File: config.mk
export PLATFORM = sky130hd
export DESIGN_NAME = tss_ctrl
export DESIGN_NICKNAME = d
export VERILOG_FILES = /design/src/design/tss_pkg.sv /design/src/design/tss_ctrl.sv
export SDC_FILE = /design/constraint.sdc
export NUM_CORES = 1
export LEC_CHECK = 0
export ABC_AREA = 0
export ABC_CLOCK_PERIOD_IN_PS = 8900
export BUFFER_PORTS_ARGS = -buffer_cell sky130_fd_sc_hd__clkbuf_2
export CAP_MARGIN = 40
export CORE_MARGIN = 2
export CORE_UTILIZATION = 55
export CTS_CLUSTER_SIZE = 8
export DETAILED_ROUTE_END_ITERATION = 6
export PLACE_DENSITY = 0.93
export SLEW_MARGIN = 0
export SYNTH_ARGS = -nofsm -noshare
export SYNTH_HDL_FRONTEND = slang
export SYNTH_SLANG_ARGS = --single-unit
File: constraint.sdc
create_clock -name clk -period 8.9 [get_ports clk]
set_input_delay 0.445 -clock clk [delete_from_list [all_inputs] [get_ports clk]]
set_output_delay 0.445 -clock clk [all_outputs]
set_load 0.01 [all_outputs]
File: src/design/tss_pkg.sv
// Shared types, codes and constants for the two-stack shared memory block.
// No dependencies.
`timescale 1ns / 1ps

package tss_pkg;

  localparam int DEPTH_DEF = 1024;
  localparam int DATA_W    = 32;
  localparam int CAP_W     = 11;
  localparam int CAP_RST   = 1024;

  localparam logic [2:0] FUNC_PUSH1 = 3'd0;
  localparam logic [2:0] FUNC_PUSH2 = 3'd1;
  localparam logic [2:0] FUNC_POP1  = 3'd2;
  localparam logic [2:0] FUNC_POP2  = 3'd3;
  localparam logic [2:0] FUNC_PEEK1 = 3'd4;
  localparam logic [2:0] FUNC_PEEK2 = 3'd5;

  localparam logic [1:0] ST_OK       = 2'd0;
  localparam logic [1:0] ST_OVERFLOW = 2'd1;
  localparam logic [1:0] ST_EMPTY    = 2'd2;

  typedef struct packed {
    logic [2:0]               func;
    logic signed [DATA_W-1:0] push_value;
  } in_t;

  typedef struct packed {
    logic signed [DATA_W-1:0] read_value;
    logic [1:0]               status;
    logic                     first_empty;
    logic                     second_empty;
  } out_t;

  // Result of one transfer waiting for the memory read data.
  typedef struct packed {
    logic       use_mem;
    logic [1:0] status;
    logic       first_empty;
    logic       second_empty;
  } pend_t;

endpackage

File: src/design/tss_ctrl.sv
// Stack pointers, capacity register, memory addressing and the pending stage.
// Depends on tss_pkg.
`timescale 1ns / 1ps

module tss_ctrl #(
  parameter int DEPTH = tss_pkg::DEPTH_DEF,
  parameter int AW    = $clog2(DEPTH),
  parameter int CNT_W = $clog2(DEPTH + 1)
) (
  input  logic                        clk,
  input  logic                        rst_n,
  input  logic                        in_valid,
  output logic                        in_stall,
  input  tss_pkg::in_t                in_data,
  input  logic                        cfg_we,
  input  logic [tss_pkg::CAP_W-1:0]   cfg_wdata,
  input  logic                        take,
  output logic                        pend_vld,
  output tss_pkg::pend_t              pend,
  output logic                        mem_we,
  output logic                        mem_re,
  output logic [AW-1:0]               mem_addr,
  output logic [tss_pkg::DATA_W-1:0]  mem_wdata
);

  localparam int CW = (CNT_W > tss_pkg::CAP_W) ? CNT_W : tss_pkg::CAP_W;
  localparam int CAP_RST_EFF = (tss_pkg::CAP_RST > DEPTH) ? DEPTH : tss_pkg::CAP_RST;
  localparam logic [CW-1:0] DEPTH_C = CW'(DEPTH);
  localparam logic [CW-1:0] MIN_C   = CW'(2);

  logic [CNT_W-1:0] cap_r, first_r, first_nxt, second_r, second_nxt;
  logic             pend_vld_r, pend_vld_nxt;
  tss_pkg::pend_t   pend_r, pend_nxt;
  logic             in_acc, full;
  logic [CNT_W:0]   used;
  logic [CW-1:0]    cfg_ext, cfg_clamp;
  logic [CNT_W-1:0] addr_w;

  assign in_stall = pend_vld_r && !take;
  assign in_acc   = in_valid && !in_stall;
  assign used     = {1'b0, first_r} + {1'b0, second_r};
  assign full     = used >= {1'b0, cap_r};
  assign cfg_ext  = CW'(cfg_wdata);

  always_comb begin
    cfg_clamp = cfg_ext;
    if (cfg_ext < MIN_C) begin
      cfg_clamp = MIN_C;
    end else if (cfg_ext > DEPTH_C) begin
      cfg_clamp = DEPTH_C;
    end
  end

  always_comb begin
    first_nxt  = first_r;
    second_nxt = second_r;
    addr_w     = '0;
    mem_we     = 1'b0;
    mem_re     = 1'b0;
    pend_nxt.use_mem = 1'b0;
    pend_nxt.status  = tss_pkg::ST_OK;
    case (in_data.func)
      tss_pkg::FUNC_PUSH1: begin
        addr_w = first_r;
        if (full) begin
          pend_nxt.status = tss_pkg::ST_OVERFLOW;
        end else begin
          mem_we    = in_acc;
          first_nxt = first_r + 1'b1;
        end
      end
      tss_pkg::FUNC_PUSH2: begin
        addr_w = cap_r - 1'b1 - second_r;
        if (full) begin
          pend_nxt.status = tss_pkg::ST_OVERFLOW;
        end else begin
          mem_we     = in_acc;
          second_nxt = second_r + 1'b1;
        end
      end
      tss_pkg::FUNC_POP1, tss_pkg::FUNC_PEEK1: begin
        addr_w = first_r - 1'b1;
        if (first_r == '0) begin
          pend_nxt.status = tss_pkg::ST_EMPTY;
        end else begin
          mem_re           = in_acc;
          pend_nxt.use_mem = 1'b1;
          if (in_data.func == tss_pkg::FUNC_POP1) begin
            first_nxt = first_r - 1'b1;
          end
        end
      end
      tss_pkg::FUNC_POP2, tss_pkg::FUNC_PEEK2: begin
        addr_w = cap_r - second_r;
        if (second_r == '0) begin
          pend_nxt.status = tss_pkg::ST_EMPTY;
        end else begin
          mem_re           = in_acc;
          pend_nxt.use_mem = 1'b1;
          if (in_data.func == tss_pkg::FUNC_POP2) begin
            second_nxt = second_r - 1'b1;
          end
        end
      end
      default: begin
      end
    endcase
    pend_nxt.first_empty  = (first_nxt == '0);
    pend_nxt.second_empty = (second_nxt == '0);
    if (!in_acc) begin
      first_nxt  = first_r;
      second_nxt = second_r;
    end
    pend_vld_nxt = in_acc || (pend_vld_r && !take);
  end

  assign mem_addr  = addr_w[AW-1:0];
  assign mem_wdata = in_data.push_value;

  always_ff @(posedge clk) begin
    if (!rst_n) begin
      cap_r      <= CNT_W'(CAP_RST_EFF);
      first_r    <= '0;
      second_r   <= '0;
      pend_vld_r <= 1'b0;
    end else begin
      pend_vld_r <= pend_vld_nxt;
      if (cfg_we) begin
        cap_r    <= cfg_clamp[CNT_W-1:0];
        first_r  <= '0;
        second_r <= '0;
      end else begin
        first_r  <= first_nxt;
        second_r <= second_nxt;
      end
    end
  end

  always_ff @(posedge clk) begin
    if (in_acc) begin
      pend_r <= pend_nxt;
    end
  end

  assign pend_vld = pend_vld_r;
  assign pend     = pend_r;

  a_fill_bound: assert property (@(posedge clk) disable iff (!rst_n)
    used <= {1'b0, cap_r})
    else $error("stack fill exceeds capacity");

  a_push1_step: assert property (@(posedge clk) disable iff (!rst_n)
    in_acc && !cfg_we && in_data.func == tss_pkg::FUNC_PUSH1 && !full
    |=> first_r == $past(first_r) + 1'b1)
    else $error("push1 did not advance stack one");

  a_pend_hold: assert property (@(posedge clk) disable iff (!rst_n)
    pend_vld_r && !take |=> pend_vld_r && $stable(pend_r))
    else $error("pending result lost while output busy");

  a_mem_excl: assert property (@(posedge clk) disable iff (!rst_n)
    !(mem_we && mem_re))
    else $error("memory read and write in one cycle");

endmodule

==> results of run 1 <==
-- sequential cells by signal, indices dropped and copies added, names as in the netlist --
name / cells
pend: 5
first_r: 11
second_r: 11
pend_vld: 1
cap_r: 11
-- power by group --
group          internal, mW  leakage (nW)  switching, mW  total (mW)
registers             0.185         0.326        0.00856       0.194
clock network        0.0739        0.0569         0.0772       0.151
logic                0.0594          1.60         0.0954       0.155
-- cell usage after synthesis, types with 4 or more instances --
library cell and number:
ha_1 36, o22ai_1 6, a21oi_1 50, inv_1 42
o21bai_1 7, o21ai_0 55, mux2i_1 5, buf_2 4
nor2_1 46, xnor2_1 20, edfxtp_1 5, nor3_1 18
and2_1 7, o211ai_1 7, nand2b_1 7, a31oi_1 10
nand2_1 57, nand4_1 12, a211oi_1 9, nor4_1 8
a21o_1 11, or3_1 9, nand3_1 9, clkbuf_1 26
dfxtp_1 34, nor2b_1 5, and3_1 11, xor2_1 11
buf_4 36
-- final cells by class --
type	count	area, µm²	share of cell area
Clock buffer	6	93.8	0.0205
Sequential cell	39	831	0.182
Inverter	42	158	0.0345
Clock inverter	2	17.5	0.00383
Tap cell	102	128	0.0279
Timing Repair Buffer	42	238	0.0520
Multi-Input combinational cell	472	3110	0.680
-- worst paths after layout --
check	slack, ps	cells past startpoint	to	start
max	3700	19	pend[0]	first_r[0]
min	360	2	pend_vld	in_valid
max reg2reg	3700	19	pend[0]	first_r[0]
min reg2reg	530	2	cap_r[10]	cap_r[10]
-- stage by stage --
stage | instance area [µm²] | util | total power [mW]
finish | 4580 | 0.586 | 0.500
detailed placement | 4460 | 0.572 | 0.348
global route | 4580 | 0.586 | 0.522
global placement | 4430 | 0.567 | 0.341
CTS | 4580 | 0.586 | 0.495
floorplan | 4490 | - | 0.318
-- kinds of logic after synthesis --
logic type / Yosys count
multiplexers: 7
XOR/XNOR: 31
flip-flops: 39
adder cells (fa/ha/maj): 39
AO/OA/AOI/OAI: 190
buffers and inverters: 109
AND/OR/NAND/NOR: 205
-- worst max-delay path: stages (launching register included) --
cell and delay [ps]:
dfxtp_1 410, ha_1 290, fa_1 410, a21o_1 170
a21oi_1 230, o21bai_1 90, a21oi_1 230, o21ai_0 180
a21o_1 200, a21oi_1 170, xnor2_1 140, ha_1 270
a211oi_1 270, nand2_1 100, nor2_1 300, and3_1 680
a32oi_1 280, xnor2_1 210, nand4_1 110, nor4_1 280
-- layer usage --
layer  vias up  GRT usage  part of all wire
met4         0      0.124             0.037
met2       341      0.487              0.44
li1       2172          -                 -
met1      2180      0.427              0.40
met5         -          0                 0
met3        57     0.0559              0.12
==> summary.txt, run 1 <==
# rows - 32
Synth Area in Compound Gates - 0.266
Synth Area in XOR/XNOR - 0.0604
Port Buffers - 37
RSZ-0062 raised after global routing - no
overall routing resource usage - 0.312
DRC viols - 0
WS Path Type - reg -> reg
PostCTS Resize Cnt - 0
Die H - 94.4 µm
WL per Instance - 19.0 µm
pwr/cell area - 109 nW/µm²
clk_skew - 16.5 ps
Top FF cell, synth - dfxtp_1
minimum clock period - 5200 ps
highest clock rate - 192 MHz
via count - 4750
Post-synth EDFFs - 5
cell area after synthesis - 4490 µm²
Post-Route WL - 13.4 mm
cts bufs inserted - 5
Detail Placement HPWL - 10.0 mm
worst skew pair latency - 310 ps
Die Area - 8910 µm²
post-synthesis simple-gate area fraction - 0.236
Layout Nets - 692
most frequent cells in the layout - nand2_1, o21ai_0, a21oi_1
global-route wire length before repair - 21.9 mm
Slew Limit Headroom - 0.536
non-filler cells, final - 705
Routed Antenna Nets - 0
First DRT Iteration DRCs - 653
Area Overhead vs Synth - 1.81%
required time worst endpoint - 9030 ps
synth top area cells - dfxtp_1, ha_1, o21ai_0
DR pass1 iterations - 7
Syn Nets - 710
setup bufs post-CTS - 0
Clock Path Buffers - 2
ys async rst share - 0
area leader, netlist - dfxtp_1
hold slack final - 358 ps
antenna violations before repair - 0
cell count after synthesis - 620
adder-cell share of the synthesized area - 0.114
worst-margin pin slew - 696 ps
Synth top area share - 0.151
Fin. Hold Viols - 0
vias per cell - 6.74
register area share after synthesis - 0.185
most common cell after layout, fill and taps aside - nand2_1
Post-Syn Area per Cell - 7.25 µm²
gpl congestion - 0.966
H-tree Lvls - 2
max-cap violation count - 0
Worst EP arrival - 5330 ps
sum of negative setup slack - 0 ps
LEAKAGE - 1.98 nW
core area - 7810 µm²
Final setup viols - 0
largest net degree at the start of global routing - 21
placed cells - 697
I/O pins - 102
Antenna Cells - 0
Overflow after GRT - 0
Peak VDD IR - 0.0620 mV
Worst-path clk slew - 100 ps
cts hold-fix bufs - 0
Crit Path Max Fanout - 17
Yosys reg bits - 39
Tcrit/Tclk final - 0.585
largest family of logic cells by synthesized area - compound AO/OA/AOI/OAI gates
worst slack, placed - 3830 ps
layout cell share with drive strength beyond 1 - 0.111
multiplexer share of the synthesized area - 0.0161
worst setup margin - 3700 ps
Slew Viols, Final - 0
Initial Util - 0.576
Die X - 94.4 µm
root buffer cell - clkbuf_8
Yosys warnings - 0
TritonCTS clock tree - done
status - finished clean
TritonCTS Sinks - 39
filler instances - 732
hold crit path type - in -> reg
vias in the first global route - 4407
CP Launch Type - flip-flop
Setup crit end kind - flip-flop
count of different cell masters after synthesis - 62
(Power assumes the default switching activity.)
==> run 2: changes to the inputs <==
--- a/config.mk
+++ b/config.mk
@@ -5,15 +5,15 @@
 export SDC_FILE = /design/constraint.sdc
 export NUM_CORES = 1
 export LEC_CHECK = 0
-export ABC_AREA = 0
-export ABC_CLOCK_PERIOD_IN_PS = 8900
+export ABC_AREA = 1
+export ABC_CLOCK_PERIOD_IN_PS = 4400
 export BUFFER_PORTS_ARGS = -buffer_cell sky130_fd_sc_hd__clkbuf_2
 export CAP_MARGIN = 40
 export CORE_MARGIN = 2
-export CORE_UTILIZATION = 55
+export CORE_UTILIZATION = 51
 export CTS_CLUSTER_SIZE = 8
 export DETAILED_ROUTE_END_ITERATION = 6
-export PLACE_DENSITY = 0.93
+export PLACE_DENSITY = 0.9
 export SLEW_MARGIN = 0
 export SYNTH_ARGS = -nofsm -noshare
 export SYNTH_HDL_FRONTEND = slang
==> constraint.sdc (replaced) <==
create_clock -name clk -period 4.4 [get_ports clk]
set_input_delay 0.22 -clock clk [delete_from_list [all_inputs] [get_ports clk]]
set_output_delay 0.22 -clock clk [all_outputs]
set_load 0.01 [all_outputs]
==> run 2 against run 1 <==
Effect of this change:
- cell area grew 8.4%
- via count grew 7.5%
- global-route usage shrank 3.5 points
- final cell count grew 25%
- first-iteration DRC count grew 3.5%
- total power grew 130%
- synthesized cell count grew 23%
- die area grew 15%
- combinational power grew to 3.3 times the previous value
- core utilization shrank 4.7 points
- count of clock-buffer cells in the layout is the same
- sequential share of layout area shrank 1.4 points
- highest routed layer unchanged
==> summary.txt, run 2 <==
largest net degree at the start of global routing - 32
TritonCTS clock tree - done
cts bufs inserted - 5
placed cells - 870
Routed Antenna Nets - 0
Critical Path Source - second_r[0]
M1 GR Usage - 0.351
LEAKAGE - 2.60 nW
Die H - 101 µm
global-route wire length before repair - 22.6 mm
Setup crit end kind - flip-flop
Post-Syn Area per Cell - 6.28 µm²
WL per Instance - 15.6 µm
Syn Nets - 855
root buffer cell - clkbuf_8
hold crit path type - in -> reg
worst-margin pin slew - 816 ps
worst skew pair latency - 300 ps
WS Path Type - reg -> reg
DRC viols - 0
status - finished clean
I/O pins - 102
Worst EP arrival - 4280 ps
Slew Viols, Final - 0
Port Buffers - 37
Clock Path Buffers - 2
highest clock rate - 243 MHz
Die X - 101 µm
DR pass1 iterations - 5
core area - 9200 µm²
vias in the first global route - 4655
TritonCTS Sinks - 39
Total Power - 1.17 mW
Area Overhead vs Synth - 3.28%
most common cell after layout, fill and taps aside - nand2_1
CP Launch Type - flip-flop
GR peak layer - met2
gpl congestion - 0.997
layout cell share with drive strength beyond 1 - 0.124
Post-Route WL - 13.7 mm
Top FF cell, synth - dfxtp_1
Tcrit/Tclk final - 0.934
Yosys reg bits - 39
most frequent cells in the layout - nand2_1, inv_1, nor2_1
most common library cells after synthesis - nand2_1, inv_1, nor2_1
Worst-path clk slew - 90 ps
Fin. Hold Viols - 0
worst r2r path cells - 22
non-filler cells, final - 878
Slew Limit Headroom - 0.456
Top delay family on crit path - simple AND/OR/NAND/NOR gates
largest registers - cap_r (11), first_r (11), second_r (11)
Overflow after GRT - 0
Yosys warnings - 0
worst path bufs/invs - 1
clk_skew - 10.2 ps
met2 usage - 0.451
antenna violations before repair - 0
most common cell in the netlist - nand2_1
CP Depth - 22
pwr/cell area - 235 nW/µm²
Hold Path Stages - 3
R2R Path Start - second_r[0]
register area share after synthesis - 0.173
Synth top area share - 0.142
vias per cell - 5.82
Post-synth EDFFs - 5
Worst Min Path Start - in_valid
Peak VDD IR - 0.130 mV
Initial Util - 0.522
# rows - 35
cell area after synthesis - 4800 µm²
First DRT Iteration DRCs - 676
Antenna Cells - 0
cts hold-fix bufs - 0
count of different cell masters after synthesis - 51
Crit Path Max Fanout - 18
Layout Nets - 856
Final setup viols - 0
Detail Placement HPWL - 10.4 mm
required time worst endpoint - 4570 ps
Slowest-stage cell, CP - fa_1
peak per-stage delay on the critical path - 400 ps
H-tree Lvls - 2
GR Layer Usage met3 - 0.0513
cell count after synthesis - 765
area leader, netlist - dfxtp_1
via count - 5107
ys async rst share - 0
overall routing resource usage - 0.277
synth top area cells - dfxtp_1, nand2_1, ha_1
max-cap violation count - 0
minimum clock period - 4110 ps
filler instances - 896
Die Area - 10200 µm²
crit path cell chain - ha_1 > fa_1 > nand3_1 > nand2_1 > a21o_1 > a21oi_2 > o21ai_1 > a21oi_1 > o21ai_0 > xor2_1 > ha_1 > a211o_1 > nand3b_1 > nor2_4 > nand2_8 > o21ai_1 > inv_1 > nor2_1 > nand2_1 > nor2_1 > nand2_1 > nor2_1
## run 2: changes by cell type after synthesis, moves of 10 or more
cell,change
clkbuf_1,-17
o21ai_0,-15
xor2_1,+13
a21oi_1,+12
nand3_1,+44
xnor2_1,-16
nand2_1,+89
a21o_1,-10
inv_1,+67
nor2_1,+22
and3_1,-10
## run 2: through the flow
step	hold slack [ps]	util	cell area (µm²)	setup WS [ps]	TNS, ps
after CTS	148	0.536	4930	263	0
after detailed placement	440	0.527	4850	290	0
after floorplan	333	-	4800	687	0
final	144	0.539	4960	291	0
after global placement	440	0.526	4840	442	0
after global routing	183	0.539	4960	-21.4	-21.4
## run 2: worst min-delay path, delay by kind of cell
kind,cells,cell delay [ps]
buffers and inverters,1,90
and+or+nand+nor,2,110
## run 2: worst paths after layout
| kind | endpoint | slack [ps] |
|---|---|---|
| worst max-delay path | pend[1] | 290 |
| worst min-delay path | pend_vld | 140 |
| worst max register to register | pend[1] | 290 |
| worst min register to register | cap_r[10] | 470 |
## run 2: metal layers
| layer | share of wire | up-vias |
|---|---|---|
| met5 | 0 | - |
| met4 | 0.048 | 0 |
| met3 | 0.10 | 63 |
| met2 | 0.46 | 306 |
| met1 | 0.39 | 2244 |
| li1 | - | 2494 |
## run 2: layout make-up
class | count | area [µm²] | area share
multi-input combinational | 551 | 3170 | 0.639
sequential | 39 | 831 | 0.167
inverter | 121 | 457 | 0.0921
timing repair buffer | 48 | 280 | 0.0565
tap | 111 | 139 | 0.0280
clock buffer | 6 | 72.6 | 0.0146
clock inverter | 2 | 12.5 | 0.00252
## run 2: kinds of logic after synthesis
| logic type | synth area share |
|---|---|
| XOR/XNOR | 0.0511 |
| AO/OA/AOI/OAI | 0.193 |
| AND/OR/NAND/NOR | 0.305 |
| buffers and inverters | 0.171 |
| flip-flops | 0.173 |
| adder cells (fa/ha/maj) | 0.106 |
## run 2: power breakdown
part | internal, mW | leakage, nW | switching [mW] | total (mW)
Combinational | 0.178 | 2.23 | 0.331 | 0.509
Clock | 0.111 | 0.0412 | 0.144 | 0.255
Sequential | 0.382 | 0.328 | 0.0206 | 0.402
## run 2: timing repair
| item | 4_1_cts | 5_1_grt |
|---|---|---|
| gates resized for setup | 0 | 7 |
| buffers inserted | 0 | 0 |
| setup endpoints to repair | 0 | 4 |
